$ cat src/hw/rtl/cpb_pkg.sv
`default_nettype none
// ----------------------------------------------------------------------------
// cpb_pkg: shared types and constants of the column-post patch blitter
// Command codes, coordinate widths and the request record that travels from
// the front end to the drawing back end.
// ----------------------------------------------------------------------------
package cpb_pkg;

	localparam int unsigned PALETTE_DEPTH = 256;
	localparam int unsigned PAL_AW        = $clog2(PALETTE_DEPTH);
	localparam int unsigned COORD_BITS    = 12;
	// signed screen coordinate: patch coordinate plus a 13-bit signed origin
	localparam int unsigned SCR_BITS      = (COORD_BITS + 2 > 14) ? COORD_BITS + 2 : 14;
	localparam int unsigned DIM_BITS      = 13;
	localparam int unsigned COLOR_BITS    = 24;
	localparam int unsigned ADDR_BITS     = 24;
	localparam int unsigned QUEUE_DEPTH   = 4;
	localparam int unsigned QUEUE_AW      = $clog2(QUEUE_DEPTH);

	localparam logic [7:0] POST_TERMINATOR = 8'hff;

	typedef enum logic [1:0] {
		CMD_PALETTE = 2'd0,
		CMD_COLUMN  = 2'd1,
		CMD_HEADER  = 2'd2,
		CMD_PIXEL   = 2'd3
	} cmd_t;

	typedef enum logic [1:0] {
		REG_WIDTH    = 2'd0,
		REG_HEIGHT   = 2'd1,
		REG_ORIGIN_X = 2'd2,
		REG_ORIGIN_Y = 2'd3
	} reg_idx_t;

	// One queued request: a palette write or a visible pixel to draw.
	typedef struct packed {
		logic                  is_write;
		logic [7:0]            index;
		logic                  index_ok;
		logic [COLOR_BITS-1:0] rgb;
		logic [DIM_BITS-1:0]   row;
		logic [DIM_BITS-1:0]   col;
	} req_t;

endpackage
`default_nettype wire

$ cat src/hw/rtl/cpb_queue.sv
`default_nettype none
// ----------------------------------------------------------------------------
// cpb_queue: request queue between front and back end
// Small circular buffer of requests; lets either side stall on its own.
// ----------------------------------------------------------------------------
module cpb_queue (
	input  wire logic           clk,
	input  wire logic           arst_n,
	input  wire logic           push,
	input  cpb_pkg::req_t       push_req,
	output logic                full,
	output logic                head_valid,
	output cpb_pkg::req_t       head_req,
	input  wire logic           pop
);
	import cpb_pkg::*;

	req_t                  slots_q [QUEUE_DEPTH];
	logic [QUEUE_AW-1:0]   wr_ptr_q;
	logic [QUEUE_AW-1:0]   rd_ptr_q;
	logic [QUEUE_AW:0]     count_q;

	assign full       = (count_q == (QUEUE_AW+1)'(QUEUE_DEPTH));
	assign head_valid = (count_q != '0);
	assign head_req   = slots_q[rd_ptr_q];

	always_ff @(posedge clk) begin
		if (push) begin
			slots_q[wr_ptr_q] <= push_req;
		end
	end

	always_ff @(posedge clk or negedge arst_n) begin
		if (!arst_n) begin
			wr_ptr_q <= '0;
			rd_ptr_q <= '0;
			count_q  <= '0;
		end else begin
			if (push) begin
				wr_ptr_q <= wr_ptr_q + QUEUE_AW'(1);
			end
			if (pop) begin
				rd_ptr_q <= rd_ptr_q + QUEUE_AW'(1);
			end
			unique case ({push, pop})
				2'b10:   count_q <= count_q + (QUEUE_AW+1)'(1);
				2'b01:   count_q <= count_q - (QUEUE_AW+1)'(1);
				default: count_q <= count_q;
			endcase
		end
	end

endmodule
`default_nettype wire

$ cat config.mk
export PLATFORM = sky130hd
export DESIGN_NAME = cpb_queue
export DESIGN_NICKNAME = d
export VERILOG_FILES = /design/src/hw/rtl/cpb_pkg.sv /design/src/hw/rtl/cpb_queue.sv
export SDC_FILE = /design/constraint.sdc
export NUM_CORES = 1
export LEC_CHECK = 0
export ABC_AREA = 1
export BUFFER_PORTS_ARGS = -buffer_cell sky130_fd_sc_hd__buf_2
export CAP_MARGIN = 20
export CORE_MARGIN = 1
export CORE_UTILIZATION = 30
export DETAILED_ROUTE_END_ITERATION = 7
export PLACE_DENSITY = 0.45
export SETUP_SLACK_MARGIN = 0.02
export SYNTH_ARGS = -nofsm -noshare
export SYNTH_HDL_FRONTEND = slang
export SYNTH_SLANG_ARGS = --single-unit
export TNS_END_PERCENT = 50
$ cat constraint.sdc
create_clock -name clk -period 3.6 [get_ports clk]
set_input_delay 0.36 -clock clk [delete_from_list [all_inputs] [get_ports clk]]
set_output_delay 0.36 -clock clk [all_outputs]
set_load 0.02 [all_outputs]
# Word level (Yosys, flattened, before mapping)
# Memory sizes are Yosys's and may differ from the RTL's.
# Index checks and enable logic that the tools add are counted.
[word_totals]
in_bits = 64
out_inout_bits = 62
regBits = 7
mem_count = 1
ram_bits = 240
wordCells = 16
[memory_table]
columns = ["memory", "depth", "width", "read_ports", "rd_clocked_by_memory_dff", "wr", "line", "text"]
rows = [
  ["slots_q", 4, 60, 1, 0, 1, "cpb_queue.sv:18", "req_t slots_q [QUEUE_DEPTH];"],
]
[op_classes]
n_reduce_logical = 2
n_eq_ne = 3
mux = 3
add_sub_neg = 4
[op_table]
columns = ["operator", "n"]
rows = [
  ["$pmux W3 S2", 1],
  ["$add A2 B1 Y2 const B", 2],
  ["$add A3 B1 Y3 const B", 1],
  ["$eq A3 B3 Y1 const B", 1],
  ["$reduce_bool A3 Y1", 1],
  ["$sub A3 B1 Y3 const B", 1],
  ["$eq A2 B1 Y1 const B", 1],
  ["$eq A2 B2 Y1 const B", 1],
  ["$mux W1", 2],
  ["$reduce_bool A2 Y1", 1],
]

# Logic depth before layout (Yosys ltp)
[logic_depth]
word_depth = 2
depth_mapped = 10
mapped_depth_nobuf = 9

# Worst setup path before layout
# No wires, ideal clock.
[synth_path]
kind = "register to register"
from = "register wr_ptr_q[0]"
to = "memory slots_q[2][0] (netlist bit), enable pin"
synth_period_minus_slack_ps = 2261
setup_ps = 414
path_stages_with_launch = 5
path_slack_ps = 1339
arrival_ps = 1847
path_cell_list = "dfrtp_1 -> inv_1 -> ha_1 -> nand2_1 -> inv_1"
[synth_lines]
columns = ["element", "line", "text"]
rows = [
  ["start: declaration", "cpb_queue.sv:19", "logic [QUEUE_AW-1:0] wr_ptr_q;"],
  ["start signal: assignment", "cpb_queue.sv:40", "wr_ptr_q <= wr_ptr_q + QUEUE_AW'(1);"],
  ["end: declaration", "cpb_queue.sv:18", ""],
]
# No word-level cell before the write port.

==> out/results.tsv <==
stage	metric	value	unit
status	run_status	finished, final reports clean	
clock_network	clock-sinks	247	
sta	min_period	2.63	ns
setup_path	path_buf_inv	2	
synthesis	async_flop_share	2.83	%
synthesis	ys_top_cells_by_area	edfxtp_1 (70%), o211ai_2 (8.2%), nand2_1 (6.9%)	
detailed_routing	avgViaCountPerCell	4.23	
finish	seq_area	7390	um2
synthesis	synth_top_cell_area_share	69.7	%
place	hpwl	12500	um
detailed_routing	wl	21100	um
clock_network	cts_inserted_buffers	28	
pwr	netSwitchingFraction	37.1	%
clock_network	cts_resized	0	
sta	fin_crit_sh	73.2	%
synthesis	synth_area_leader_cell	edfxtp_1	
detailed_routing	drt_iter0_markers	224	
setup_path	path_delay_family	flip-flops	
detailed_routing	drcViolationCount	0	
pwr	leakage	0.00495	uW
setup_path	required	3.24	ns
detailed_routing	vias	5708	
floorplanning	die_w	188	um
synthesis	synthFlopType	edfxtp_1	
clock_network	postCtsSetupRepairBufs	0	
pwr	powerDensity	872	nW/um2
sta	slew_violations	0	
finish	nFillCells	3311	
synthesis	synthCells	749	
floorplanning	fp-row-count	67	
clock_network	path_clk_slew	0.06	ns
global_routing	grt_antenna_before_repair	4	
setup_path	timing.rr.end	slots_q[0][26]$_DFFE_PP_	
sta	tns	0	ns
floorplanning	initial_core_util	30.7	%
pwr	seq_power_share	37.5	%
setup_path	crit_path_end_kind	output port	
global_routing	grt.total_usage	12.2	%
detailed_routing	wire_per_inst	15.7	um
synthesis	synth_area_per_cell	13.8	um2
sta	maxSlewHeadroom	46.5	%
clock_network	htreeDepth	1	
pwr	p_int	6760	uW
clock_network	clockRootBuffer	clkbuf_16	
sta	rsz0062_at_grt	no	
detailed_routing	detail-route-antenna-nets	0	
pwr	netSwitchingPower	3990	uW
clock_network	ctsHoldBuffers	1	
pwr	power	10700	uW
setup_path	reg2reg_depth	5	
synthesis	synthTopCellsByCount	edfxtp_1 (240), nand2_1 (191), inv_1 (133)	
setup_path	path_class	reg2out	
pwr	p_comb_share	35.9	%
sta	worst_slew_pin_slew	0.801	ns
synthesis	synth_cell_types	21	
min_path	hold_end	rd_ptr_q[0]$_DFFE_PN0P_	
setup_path	r2r_setup_slack	1.56	ns
finish	fin_area	12300	um2
setup_path	slowest_delay	0.88	ns
sta	setup_viol_count_final	0	
synthesis	yosysMostFrequentCell	edfxtp_1	
global_routing	gr-total-overflow	0	
floorplanning	dieArea	35200	um2
min_path	holdPathStages	2	
sta	fin_skew	0.00950	ns
setup_path	worstPathMaxFanout	53	
sta	hold_viol_final	0	
synthesis	synth_edf_count	240	
global_routing	grt_pass1_wl	33300	um
place	port_buffers	125	
synthesis	synth_area	10300	um2
detailed_routing	dr.pass1.iters	4	
setup_path	slowest_stage	dfrtp_4	
sta	setup_slack	0.966	ns
clock_network	cts_tree	built	
place	preCtsSetupSlack	1.50	ns
synthesis	synth_nets	819	
setup_path	crit_top_cell	nand2_1	
setup_path	reg2reg_from	wr_ptr_q[0]$_DFFE_PN0P_	
floorplanning	die_h	188	um
setup_path	arrival	2.27	ns
floorplanning	fp.coreArea	33700	um2
synthesis	ys_seq_area_share	71.4	%
finish	num-nets-final	949	
setup_path	cp-start-kind	flip-flop	
place	placed_area	11400	um2
finish	area_delta_synth_final	19.3	%
min_path	min_from	pop	
pwr	max-vdd-ir-drop	439	uV
place	routabilityCongestion	0.683	
synthesis	ys_seq_elements	247	
synthesis	yosys_warnings	0	
global_routing	grt_max_degree	59	
sta	whs	0.0422	ns
min_path	hp-class	in2reg	
finish	multi_input_area	2110	um2
setup_path	worstPathCellList	buf_12 > nand2_1 > o211ai_1 > nand2_1 > buf_2	
pwr	p_clk_share	26.7	%
finish	drive_gt1_share	28.2	%
clock_network	insertion_delay	0.53	ns
floorplanning	num_io_pins	126	
global_routing	grt_pass1_vias	5688	
clock_network	cts.path.max_buffers	3	
sta	fmax	380	MHz
setup_path	crit_start	rd_ptr_q[0]$_DFFE_PN0P_	
run	cap_violations	0	
[sequential cells by signal (all words and copies together) (netlist names)]
| name | flops |
|---|---|
| wr_ptr_q | 2 |
| rd_ptr_q | 2 |
| slots_q | 240 |
| count_q | 3 |
[placed cells by master (no fill, tap or decap), types with 2 or more instances in the layout]
cell type,n
clkbuf_16,29
buf_12,7
dfrtp_4,2
clkinv_1,10
nand2_1,191
clkbuf_1,3
dfrtp_1,5
ha_1,5
o211ai_1,52
clkinvlp_4,2
bufinv_16,4
edfxtp_1,240
xor2_1,3
inv_2,5
clkinv_2,3
inv_1,129
o211ai_2,68
buf_2,125
buf_4,8
nand3_1,2
[kinds of logic (layout without fill, tap and decap cells)]
kind of cell	after synthesis	in the layout	synth area share [%]
adder cells (fa/ha/maj)	6	6	0.799
flip-flops	247	247	71.4
AND/OR/NAND/NOR	195	195	7.14
other	0	1	0
XOR/XNOR	4	4	0.339
AO/OA/AOI/OAI	122	122	12.1
buffers and inverters	175	327	8.21
[per-stage QoR]
| step | std cells | util, % |
|---|---|---|
| detailed placement | 1296 | 33.8 |
| global route | 1349 | 36.6 |
| CTS | 1349 | 36.6 |
| floorplan | 749 | - |
| global placement | 1296 | 33.8 |
| finish | 1350 | 36.6 |
[final cells by class]
cell class              instances  share of cell area [%]
multi-input cells             327                    17.1
inverters                     134                    4.08
diodes                          1                  0.0203
clock inverters                20                    1.59
clock buffers                  32                    5.98
repair buffers                141                    6.78
well taps                     448                    4.55
flip-flops and latches        247                    59.9
[how the worst max path moves through the flow]
stage | end | cells past startpoint
after floorplan | slots_q[2][0]$_DFFE_PP_ | 4
after global placement | head_req[34] | 5
after detailed placement | slots_q[0][27]$_DFFE_PP_ | 5
after CTS | head_req[36] | 5
after global routing | head_req[21] | 5
final | head_req[24] | 5
[power by group through the flow]
| stage | Combinational (uW) | Sequential (uW) | Clock (uW) |
|---|---|---|---|
| after global placement | 3960 | 4090 | 0 |
| after global routing | 4280 | 4080 | 3090 |
| after detailed placement | 3970 | 4090 | 0 |
| final | 3850 | 4030 | 2870 |
| after CTS | 3980 | 4030 | 2970 |
| after floorplan | 2950 | 3960 | 0 |
[metal layers]
| metal | global-route usage, % | wire length, um |
|---|---|---|
| met5 | 0 | 41 |
| met4 | 3.00 | 369 |
| met3 | 3.31 | 1230 |
| met2 | 19.7 | 9680 |
| met1 | 16.2 | 9810 |
No activity file was read; power rests on OpenSTA's default activity.
