$ cat config.mk
export PLATFORM = sky130hd
export DESIGN_NAME = cpb_front_flat
export DESIGN_NICKNAME = d
export VERILOG_FILES = /design/src/hw/rtl/cpb_pkg.sv /design/src/hw/rtl/cpb_if.sv /design/src/hw/rtl/cpb_front.sv /design/src/flat_wrapper.sv
export SDC_FILE = /design/constraint.sdc
export NUM_CORES = 1
export LEC_CHECK = 0
export ABC_AREA = 0
export BUFFER_PORTS_ARGS = -buffer_cell sky130_fd_sc_hd__buf_2
export CAP_MARGIN = 20
export CORE_MARGIN = 5
export CORE_UTILIZATION = 55
export CTS_BUF_LIST = sky130_fd_sc_hd__clkbuf_2
export CTS_CLUSTER_SIZE = 40
export DETAILED_ROUTE_END_ITERATION = 12
export PLACE_DENSITY = 0.83
export REMOVE_ABC_BUFFERS = 1
export SYNTH_ARGS = -nofsm -noshare
export SYNTH_HDL_FRONTEND = slang
export SYNTH_SLANG_ARGS = --single-unit
$ cat constraint.sdc
create_clock -name clk -period 4.1 [get_ports clk]
set_clock_uncertainty 0.15 [all_clocks]
set_input_delay 0.82 -clock clk [delete_from_list [all_inputs] [get_ports clk]]
set_output_delay 0.82 -clock clk [all_outputs]
set_load 0.01 [all_outputs]
$ cat src/hw/rtl/cpb_pkg.sv
`default_nettype none
// ----------------------------------------------------------------------------
// cpb_pkg: shared types and constants of the column-post patch blitter
// Command codes, coordinate widths and the request record that travels from
// the front end to the drawing back end.
// ----------------------------------------------------------------------------
package cpb_pkg;

	localparam int unsigned PALETTE_DEPTH = 256;
	localparam int unsigned PAL_AW        = $clog2(PALETTE_DEPTH);
	localparam int unsigned COORD_BITS    = 12;
	// signed screen coordinate: patch coordinate plus a 13-bit signed origin
	localparam int unsigned SCR_BITS      = (COORD_BITS + 2 > 14) ? COORD_BITS + 2 : 14;
	localparam int unsigned DIM_BITS      = 13;
	localparam int unsigned COLOR_BITS    = 24;
	localparam int unsigned ADDR_BITS     = 24;
	localparam int unsigned QUEUE_DEPTH   = 4;
	localparam int unsigned QUEUE_AW      = $clog2(QUEUE_DEPTH);

	localparam logic [7:0] POST_TERMINATOR = 8'hff;

	typedef enum logic [1:0] {
		CMD_PALETTE = 2'd0,
		CMD_COLUMN  = 2'd1,
		CMD_HEADER  = 2'd2,
		CMD_PIXEL   = 2'd3
	} cmd_t;

	typedef enum logic [1:0] {
		REG_WIDTH    = 2'd0,
		REG_HEIGHT   = 2'd1,
		REG_ORIGIN_X = 2'd2,
		REG_ORIGIN_Y = 2'd3
	} reg_idx_t;

	// One queued request: a palette write or a visible pixel to draw.
	typedef struct packed {
		logic                  is_write;
		logic [7:0]            index;
		logic                  index_ok;
		logic [COLOR_BITS-1:0] rgb;
		logic [DIM_BITS-1:0]   row;
		logic [DIM_BITS-1:0]   col;
	} req_t;

endpackage
`default_nettype wire

$ cat src/hw/rtl/cpb_if.sv
`default_nettype none
// ----------------------------------------------------------------------------
// cpb_if: channel interfaces of the column-post patch blitter
// Command channel, pixel channel and configuration write channel, each with
// valid/ready handshake.
// ----------------------------------------------------------------------------
interface cpb_cmd_if;
	import cpb_pkg::*;
	logic                   valid;
	logic                   ready;
	logic [1:0]             cmd;
	logic [COORD_BITS-1:0]  column_x;
	logic [7:0]             top_delta;
	logic [7:0]             run_length;
	logic [7:0]             pixel_index;
	logic [COLOR_BITS-1:0]  palette_color;

	modport source (output valid, cmd, column_x, top_delta, run_length, pixel_index,
		palette_color, input ready);
	modport sink (input valid, cmd, column_x, top_delta, run_length, pixel_index,
		palette_color, output ready);
endinterface


interface cpb_cfg_if;
	logic        valid;
	logic        ready;
	logic [1:0]  index;
	logic [12:0] data;

	modport source (output valid, index, data, input ready);
	modport sink (input valid, index, data, output ready);
endinterface
`default_nettype wire

$ cat src/hw/rtl/cpb_front.sv
`default_nettype none
// ----------------------------------------------------------------------------
// cpb_front: command decode and clipping
// Holds the configuration and the column/post walk state, and turns each
// accepted command into at most one request for the back end.
// ----------------------------------------------------------------------------
module cpb_front (
	input  wire logic                         clk,
	input  wire logic                         arst_n,
	cpb_cmd_if.sink                           items,
	cpb_cfg_if.sink                           cfg,
	input  wire logic                         queue_full,
	output logic                              push,
	output cpb_pkg::req_t                     push_req,
	output logic [cpb_pkg::DIM_BITS-1:0]      canvas_width
);
	import cpb_pkg::*;

	logic [DIM_BITS-1:0]        width_q;
	logic [DIM_BITS-1:0]        height_q;
	logic signed [DIM_BITS-1:0] origin_x_q;
	logic signed [DIM_BITS-1:0] origin_y_q;

	logic signed [SCR_BITS-1:0] column_q;
	logic                       visible_q;
	logic signed [SCR_BITS-1:0] row_q;
	logic [7:0]                 left_q;

	logic                       accept;
	cmd_t                       cmd;
	logic signed [SCR_BITS-1:0] column_new;
	logic                       column_vis_new;
	logic                       row_vis;
	logic                       index_ok;

	assign cfg.ready    = 1'b1;
	assign items.ready  = !queue_full;
	assign accept       = items.valid && items.ready;
	assign cmd          = cmd_t'(items.cmd);
	assign canvas_width = width_q;

	assign column_new = SCR_BITS'($signed({1'b0, items.column_x})) + SCR_BITS'(origin_x_q);
	assign column_vis_new = !column_new[SCR_BITS-1] &&
		(column_new < SCR_BITS'($signed({1'b0, width_q})));
	assign row_vis = !row_q[SCR_BITS-1] && (row_q < SCR_BITS'($signed({1'b0, height_q})));
	assign index_ok = ({1'b0, items.pixel_index} < 9'(PALETTE_DEPTH));

	always_comb begin
		push_req.is_write = (cmd == CMD_PALETTE);
		push_req.index    = items.pixel_index;
		push_req.index_ok = index_ok;
		push_req.rgb      = items.palette_color;
		push_req.row      = DIM_BITS'(row_q);
		push_req.col      = DIM_BITS'(column_q);
		push = 1'b0;
		if (accept) begin
			unique case (cmd)
				CMD_PALETTE: push = index_ok;
				CMD_PIXEL:   push = (left_q != 8'd0) && visible_q && row_vis;
				CMD_COLUMN,
				CMD_HEADER:  push = 1'b0;
			endcase
		end
	end

	always_ff @(posedge clk or negedge arst_n) begin
		if (!arst_n) begin
			width_q    <= DIM_BITS'(64);
			height_q   <= DIM_BITS'(64);
			origin_x_q <= '0;
			origin_y_q <= '0;
		end else if (cfg.valid && cfg.ready) begin
			unique case (reg_idx_t'(cfg.index))
				REG_WIDTH:    width_q    <= cfg.data;
				REG_HEIGHT:   height_q   <= cfg.data;
				REG_ORIGIN_X: origin_x_q <= cfg.data;
				REG_ORIGIN_Y: origin_y_q <= cfg.data;
			endcase
		end
	end

	always_ff @(posedge clk or negedge arst_n) begin
		if (!arst_n) begin
			column_q  <= '0;
			visible_q <= 1'b0;
			row_q     <= '0;
			left_q    <= '0;
		end else if (accept) begin
			unique case (cmd)
				CMD_PALETTE: ;
				CMD_COLUMN: begin
					// abandon any post in progress
					column_q  <= column_new;
					visible_q <= column_vis_new;
					left_q    <= '0;
				end
				CMD_HEADER: begin
					if (items.top_delta == POST_TERMINATOR) begin
						left_q <= '0;
					end else begin
						row_q  <= SCR_BITS'($signed({1'b0, items.top_delta})) +
							SCR_BITS'(origin_y_q);
						left_q <= items.run_length;
					end
				end
				CMD_PIXEL: begin
					// advance even for clipped pixels
					if (left_q != 8'd0) begin
						row_q  <= row_q + SCR_BITS'(1);
						left_q <= left_q - 8'd1;
					end
				end
			endcase
		end
	end

endmodule
`default_nettype wire

$ cat src/flat_wrapper.sv
// flat-port wrapper written by rule: the top's interface ports become plain ports
module cpb_front_flat import cpb_pkg::*;
  (clk, arst_n, queue_full, push, push_req, canvas_width, items_valid, items_cmd, items_column_x, items_top_delta, items_run_length, items_pixel_index, items_palette_color, items_ready, cfg_valid, cfg_index, cfg_data, cfg_ready);
  cpb_cmd_if items_i ();
  cpb_cfg_if cfg_i ();
  input  wire logic clk;
  input  wire logic arst_n;
  input  wire logic queue_full;
  output logic push;
  output cpb_pkg::req_t push_req;
  output logic [cpb_pkg::DIM_BITS-1:0] canvas_width;
  input wire logic [$bits(items_i.valid)-1:0] items_valid;
  input wire logic [$bits(items_i.cmd)-1:0] items_cmd;
  input wire logic [$bits(items_i.column_x)-1:0] items_column_x;
  input wire logic [$bits(items_i.top_delta)-1:0] items_top_delta;
  input wire logic [$bits(items_i.run_length)-1:0] items_run_length;
  input wire logic [$bits(items_i.pixel_index)-1:0] items_pixel_index;
  input wire logic [$bits(items_i.palette_color)-1:0] items_palette_color;
  output wire logic [$bits(items_i.ready)-1:0] items_ready;
  input wire logic [$bits(cfg_i.valid)-1:0] cfg_valid;
  input wire logic [$bits(cfg_i.index)-1:0] cfg_index;
  input wire logic [$bits(cfg_i.data)-1:0] cfg_data;
  output wire logic [$bits(cfg_i.ready)-1:0] cfg_ready;
  assign items_i.valid = items_valid;
  assign items_i.cmd = items_cmd;
  assign items_i.column_x = items_column_x;
  assign items_i.top_delta = items_top_delta;
  assign items_i.run_length = items_run_length;
  assign items_i.pixel_index = items_pixel_index;
  assign items_i.palette_color = items_palette_color;
  assign items_ready = items_i.ready;
  assign cfg_i.valid = cfg_valid;
  assign cfg_i.index = cfg_index;
  assign cfg_i.data = cfg_data;
  assign cfg_ready = cfg_i.ready;
  cpb_front u_core (.clk(clk), .arst_n(arst_n), .items(items_i), .cfg(cfg_i), .queue_full(queue_full), .push(push), .push_req(push_req), .canvas_width(canvas_width));
endmodule
Yosys cells after proc, flatten, opt, wreduce, memory -nomap -nowiden --
Index checks and enable logic that the tools add are counted.
Cells by class: add/sub/neg operators 4, magnitude comparators 2, equal/unequal tests 9, muxes and demuxes 8, reduce and logical (&&, ||, !) cells 21
Operator list (number):
- $lt 14x14->1 | 2
- $mux 14 | 2
- $pmux 14 s2 | 1
- $pmux 8 s3 | 1
- $mux 8 | 2
- $add 13x13->14 | 1
- $add 14x2->14 const B | 1
- $add 9x13->14 | 1
- $reduce_and 2->1 | 5
- $eq 2x2->1 const B | 4
- $eq 8x8->1 const B | 1
- $reduce_bool 8->1 | 1
- $sub 8x1->8 const B | 1
- $logic_and 1x1->1 | 5
- $eq 2x1->1 const B | 2
- $logic_not 2->1 | 2
- $reduce_and 4->1 | 1
- $logic_not 1->1 | 3
- $pmux 1 s3 | 1
- $reduce_and 3->1 | 1
- $reduce_bool 3->1 | 1
- $ne 2x1->1 const B | 1
- $ne 2x2->1 const B | 1
- $reduce_bool 2->1 | 1
- 2 further kinds | 2
Storage, ports and cells: bits in registers 88, bits of input ports 82, output and inout bits 76, word-level logic and storage cells 52

Longest topological paths before layout --
depth after elaboration 5, gate-level depth with buffers 14, mapped depth without buffers 14

Least setup slack after synthesis --
No wires, ideal clock.
path kind input port to flip-flop, start point in items_column_x[7], end point reg u_core.visible_q, library setup time 0.094 ns, arrival time 3.317 ns, required time 3.856 ns, setup slack 0.539 ns, stages 13, buffers on the path 0, cells stage by stage ha_1 -> and4_1 -> or2_2 -> o221ai_1 -> a211o_1 -> nand3_1 -> ha_1 -> a2111oi_0 -> o21ai_0 -> a21oi_1 -> o21ai_0 -> nor3b_1 -> a211oi_1
On the way: word-level cells in the longest chain between the ends 3, elaborated cells on any way between the ends 4, those cells by class add/sub (1); order compare (1); reduce/logical (2)
Ends and longest elaborated chain:
- from (decl) | line flat_wrapper.sv:14 | input wire logic [$bits(items_i.column_x)-1:0] items_column_x;
- $add 13x13->14 | line cpb_front.sv:42 | assign column_new = SCR_BITS'($signed({1'b0, items.column_x})) + SCR_BITS'(origin_x_q);
- net u_core.column_new[11] | line cpb_front.sv:31 | logic signed [SCR_BITS-1:0] column_new;
- $lt 14x14->1 | line cpb_front.sv:44 | (column_new < SCR_BITS'($signed({1'b0, width_q})));
- $logic_and 1x1->1 | line cpb_front.sv:43 | assign column_vis_new = !column_new[SCR_BITS-1] &&
- to (signal assigned) | line cpb_front.sv:94 | visible_q <= column_vis_new;
- to (decl) | line cpb_front.sv:25 | logic visible_q;
The timed path passes the listed nets, and every way through them passes these cells. A chain may end at the register's enable or synchronous reset.

Worst setup path in the final report --
start point reg u_core.origin_x_q[7], end point reg u_core.visible_q
On the way: word-level cells in the longest chain between the ends 3, elaborated cells on any way between the ends 4, those cells by class add/sub (1); order compare (1); reduce/logical (2)
Ends and longest elaborated chain:
- from (decl) | line cpb_front.sv:21 | logic signed [DIM_BITS-1:0] origin_x_q;
- from (signal assigned) | line cpb_front.sv:76 | REG_ORIGIN_X: origin_x_q <= cfg.data;
- $add 13x13->14 | line cpb_front.sv:42
- net u_core.column_new[11] | line cpb_front.sv:31
- $lt 14x14->1 | line cpb_front.sv:44
- $logic_and 1x1->1 | line cpb_front.sv:43
The timed path passes the listed nets, and every way through them passes these cells.

==> run_results.csv <==
group,metric,value,unit
layout,drive_gt1_share,26.6,%
critical_path,crit_start,"u_core.origin_x_q[7]",
clock_network,cts_tree,"built",
critical_path,worstSetupEndpointType,"flop",
place,place_congestion,0.914,
global_routing,grt_pass1_wl,24.7,mm
global_routing,grt-ovfl-total,0,
critical_path,cp.buffers_inverters,0,
synthesis,synth-seq-area-share,37.6,%
detailed_routing,dr_wl_met3,1.65,mm
power_and_ir_drop,p_leak,0.00298,uW
critical_path,worstPathArrival,4.09,ns
layout,num-fill-cells,861,
global_routing,grt_antenna_before_repair,0,
power_and_ir_drop,power_density,490,mW/mm^2
die,core-area,0.0104,sq mm
critical_path,endpoint,"u_core.visible_q",
synthesis,yosys_warnings,0,
synthesis,synth_area,0.00587,sq mm
place,portBuffers,91,
critical_path,max_stage_delay,0.48,ns
sta,max_slew_margin,42.5,%
synthesis,synthCells,603,
sta,fin_crit_sh,92.7,%
critical_path,reg2reg_slack,0.30,ns
clock_network,cts_root_buf,"clkbuf_2",
synthesis,synth_area_per_cell,9.73,sq um
place,hpwl,12.0,mm
detailed_routing,wire_per_inst,19.7,um
power_and_ir_drop,peakVddDrop,0.277,mV
critical_path,crit_type,"flop to flop",
detailed_routing,met1Wirelength,6.06,mm
global_routing,grt_max_degree,89,
layout,fin_cells,787,
layout,layout-area-overhead-vs-synth,6.91,%
min_path,hold_path.class,"flop to flop",
sta,tightest_slew,0.855,ns
detailed_routing,drc,0,
clock_network,clkSinkCount,88,
detailed_routing,via_per_inst,6.09,
status,status,"completed",
detailed_routing,final_antenna_net_count,0,
sta,rsz0062_at_grt,"no",
synthesis,synth_edf_count,0,
synthesis,yosys_most_used_dff,"dfrtp_1",
clock_network,cts.clk_slew.worst_paths,0.23,ns
sta,timing.fmax,0.263,GHz
die,rows,37,
power_and_ir_drop,seqPwrFrac,41.1,%
critical_path,r2r-start,"u_core.origin_x_q[7]",
place,dp.cells,771,
detailed_routing,num_vias,4790,
synthesis,synth_top_area_share,36.7,%
sta,fin_crit,3.80,ns
synthesis,async_flop_share,100,%
synthesis,synth_top_area_cell,"dfrtp_1",
synthesis,synth_most_common_cell,"dfrtp_1",
die,die-area,0.0128,sq mm
synthesis,ys_types,57,
detailed_routing,top_layer,"met5",
die,die_y,113,um
critical_path,cp-start-kind,"flop",
critical_path,slowest_stage,"a2111oi_1",
place,post-place-ws,0.0833,ns
clock_network,cts_max_level,3,
power_and_ir_drop,intPower,1930,uW
synthesis,ys_ff_latch,88,
die,start_util,56.6,%
power_and_ir_drop,swShare,37.3,%
critical_path,crit_family,"compound AO/OA/AOI/OAI gates",
sta,hold_viol,0,
synthesis,synth_area_leaders,"dfrtp_1 (37%), ha_1 (11%), mux2_2 (10%)",
critical_path,reg2regPathDepth,13,
clock_network,cts_buffer_depth,2,
power_and_ir_drop,p_clk_share,17.8,%
power_and_ir_drop,p_total,3070,uW
detailed_routing,route.final.wire_length,15.5,mm
global_routing,grt_pass1_vias,4722,
detailed_routing,drt_iter0_drc,269,
detailed_routing,drt_pass1_iterations,5,
critical_path,r2r-end,"u_core.visible_q",
critical_path,crit_cells,13,
critical_path,cp_cell_sequence,"ha_1 > and4_1 > or2_2 > o221ai_1 > a211o_1 > nand3_1 > ha_1 > a2111oi_1 > o21ai_0 > a21oi_1 > o21ai_0 > nor3b_1 > a211oi_1",
power_and_ir_drop,power_switching,1150,uW
sta,finalSetupTns,0,ns
sta,slew_viol_final,0,
flow_run,maxCapViolCount,0,
sta,setup-violations-final,0,
clock_network,clk_latency,0.54,ns
die,pin_count,158,
layout,diodes,0,
clock_network,cts_setup_buffers,0,
clock_network,numCtsBuffers,9,
detailed_routing,wl_met2,7.39,mm
global_routing,track_usage,24.3,%
layout,nets,782,
synthesis,synth_commonest_cells,"dfrtp_1 (86), mux2_2 (53), ha_1 (50), buf_4 (47), o21ai_0 (43)",
critical_path,path_max_fanout,7,
sta,fin_ws,0.300,ns
critical_path,crit_required,4.39,ns
die,die_w,113,um
power_and_ir_drop,combinationalPowerShare,41.1,%
per-stage QoR:
step | hold WS [ns] | utilization [%] | cell area (sq um)
after floorplan | 0.329 | - | 5430
after global placement | 0.334 | 58.7 | 6090
after detailed placement | 0.341 | 58.7 | 6090
after CTS | 0.317 | 60.1 | 6230
after global routing | 0.359 | 60.5 | 6270
final | 0.387 | 60.5 | 6270
worst register-to-register path, cell delays in order, from the launching register on:
cell       delay (ns)
dfrtp_1          0.45
ha_1             0.39
and4_1           0.25
or2_2            0.29
o221ai_1         0.32
a211o_1          0.19
nand3_1          0.10
ha_1             0.32
a2111oi_1        0.48
o21ai_0          0.18
a21oi_1          0.14
o21ai_0          0.09
nor3b_1          0.16
a211oi_1         0.22
cell type report:
type                    instances  area, sq um  area share (%)
well taps                     136          170            2.71
inverters                      43          161            2.57
multi-input cells             410         3070            49.0
repair buffers                 96          518            8.26
clock inverters                 4         95.1            1.52
clock buffers                  10         50.0           0.798
flip-flops and latches         88         2200            35.1
how the worst min path moves through the flow:
stage | startpoint | end | slack, ns | depth (start not counted)
after floorplan | u_core.height_q[10] | u_core.height_q[10] | 0.33 | 1
after global placement | u_core.column_q[3] | u_core.column_q[3] | 0.33 | 1
after detailed placement | u_core.column_q[1] | u_core.column_q[1] | 0.34 | 1
after CTS | arst_n | u_core.height_q[1] | 0.32 | 1
after global routing | cfg_data[1] | u_core.origin_x_q[1] | 0.36 | 2
final | u_core.column_q[1] | u_core.column_q[1] | 0.39 | 1
logic make-up (layout without fill, tap and decap cells):
| kind of cell | after synthesis | after routing | synth area share, % |
|---|---|---|---|
| AND/OR/NAND/NOR | 136 | 136 | 11.6 |
| buffers and inverters | 106 | 153 | 10.2 |
| AO/OA/AOI/OAI | 145 | 145 | 15.7 |
| other | 1 | 2 | 0.0639 |
| adder cells (fa/ha/maj) | 52 | 52 | 11.3 |
| XOR/XNOR | 20 | 20 | 2.99 |
| flip-flops | 88 | 88 | 37.6 |
| multiplexers | 55 | 55 | 10.5 |
layer usage:
metal  vias up  track usage (%)
met1      2328             29.6
met2       222             39.6
met4         4             5.85
met3        32             9.68
met5         -             7.45
li1       2204                -
registers in the layout (all words and copies together) (netlist names):
signal and flops:
u_core.left_q 8, u_core.canvas_width 13, u_core.row_q 14, u_core.column_q 13, u_core.visible_q 1, u_core.origin_y_q 13, u_core.origin_x_q 13, u_core.height_q 13
repair_timing:
action                                  4_1_cts  5_1_grt
endpoints found under the setup margin        0        1
hold buffers                                  0        1
gates resized for setup                       0        1
hold endpoints to repair                      0        9
power by group through the flow:
stage          clock (uW)  combinational, uW  sequential (uW)
2_1_floorplan           0                791             1290
5_1_grt               590               1410             1300
4_1_cts               551               1250             1260
3_5_place_dp            0               1230             1280
3_3_place_gp            0               1180             1260
6_report              548               1260             1260
layout by cell type (no fill, tap or decap), types with 4 or more instances in the layout:
cell      Yosys  layout
nor2b_1       5       5
nor3_1       11      11
nor2_1       27      27
o21a_1        4       4
nand3_1      11      11
o221ai_1      4       4
o211ai_1      5       5
a211oi_1      5       5
xor2_1        6       6
nand2_1      39      39
nand2b_1      5       5
xnor2_1      14      14
o22ai_1       4       4
clkbuf_2      0      10
inv_1        42      42
ha_1         50      50
a31oi_1       6       6
a221oi_1      4       4
buf_4        47       4
dfrtp_1      86      86
and3_1        9       9
o21ai_0      43      43
nor4_1        5       5
mux2_2       53      53
buf_2         2      90
a21o_1       13      13
a21oi_1      37      37
nand4_1       9       9
Power figures use the tool's default switching activity.
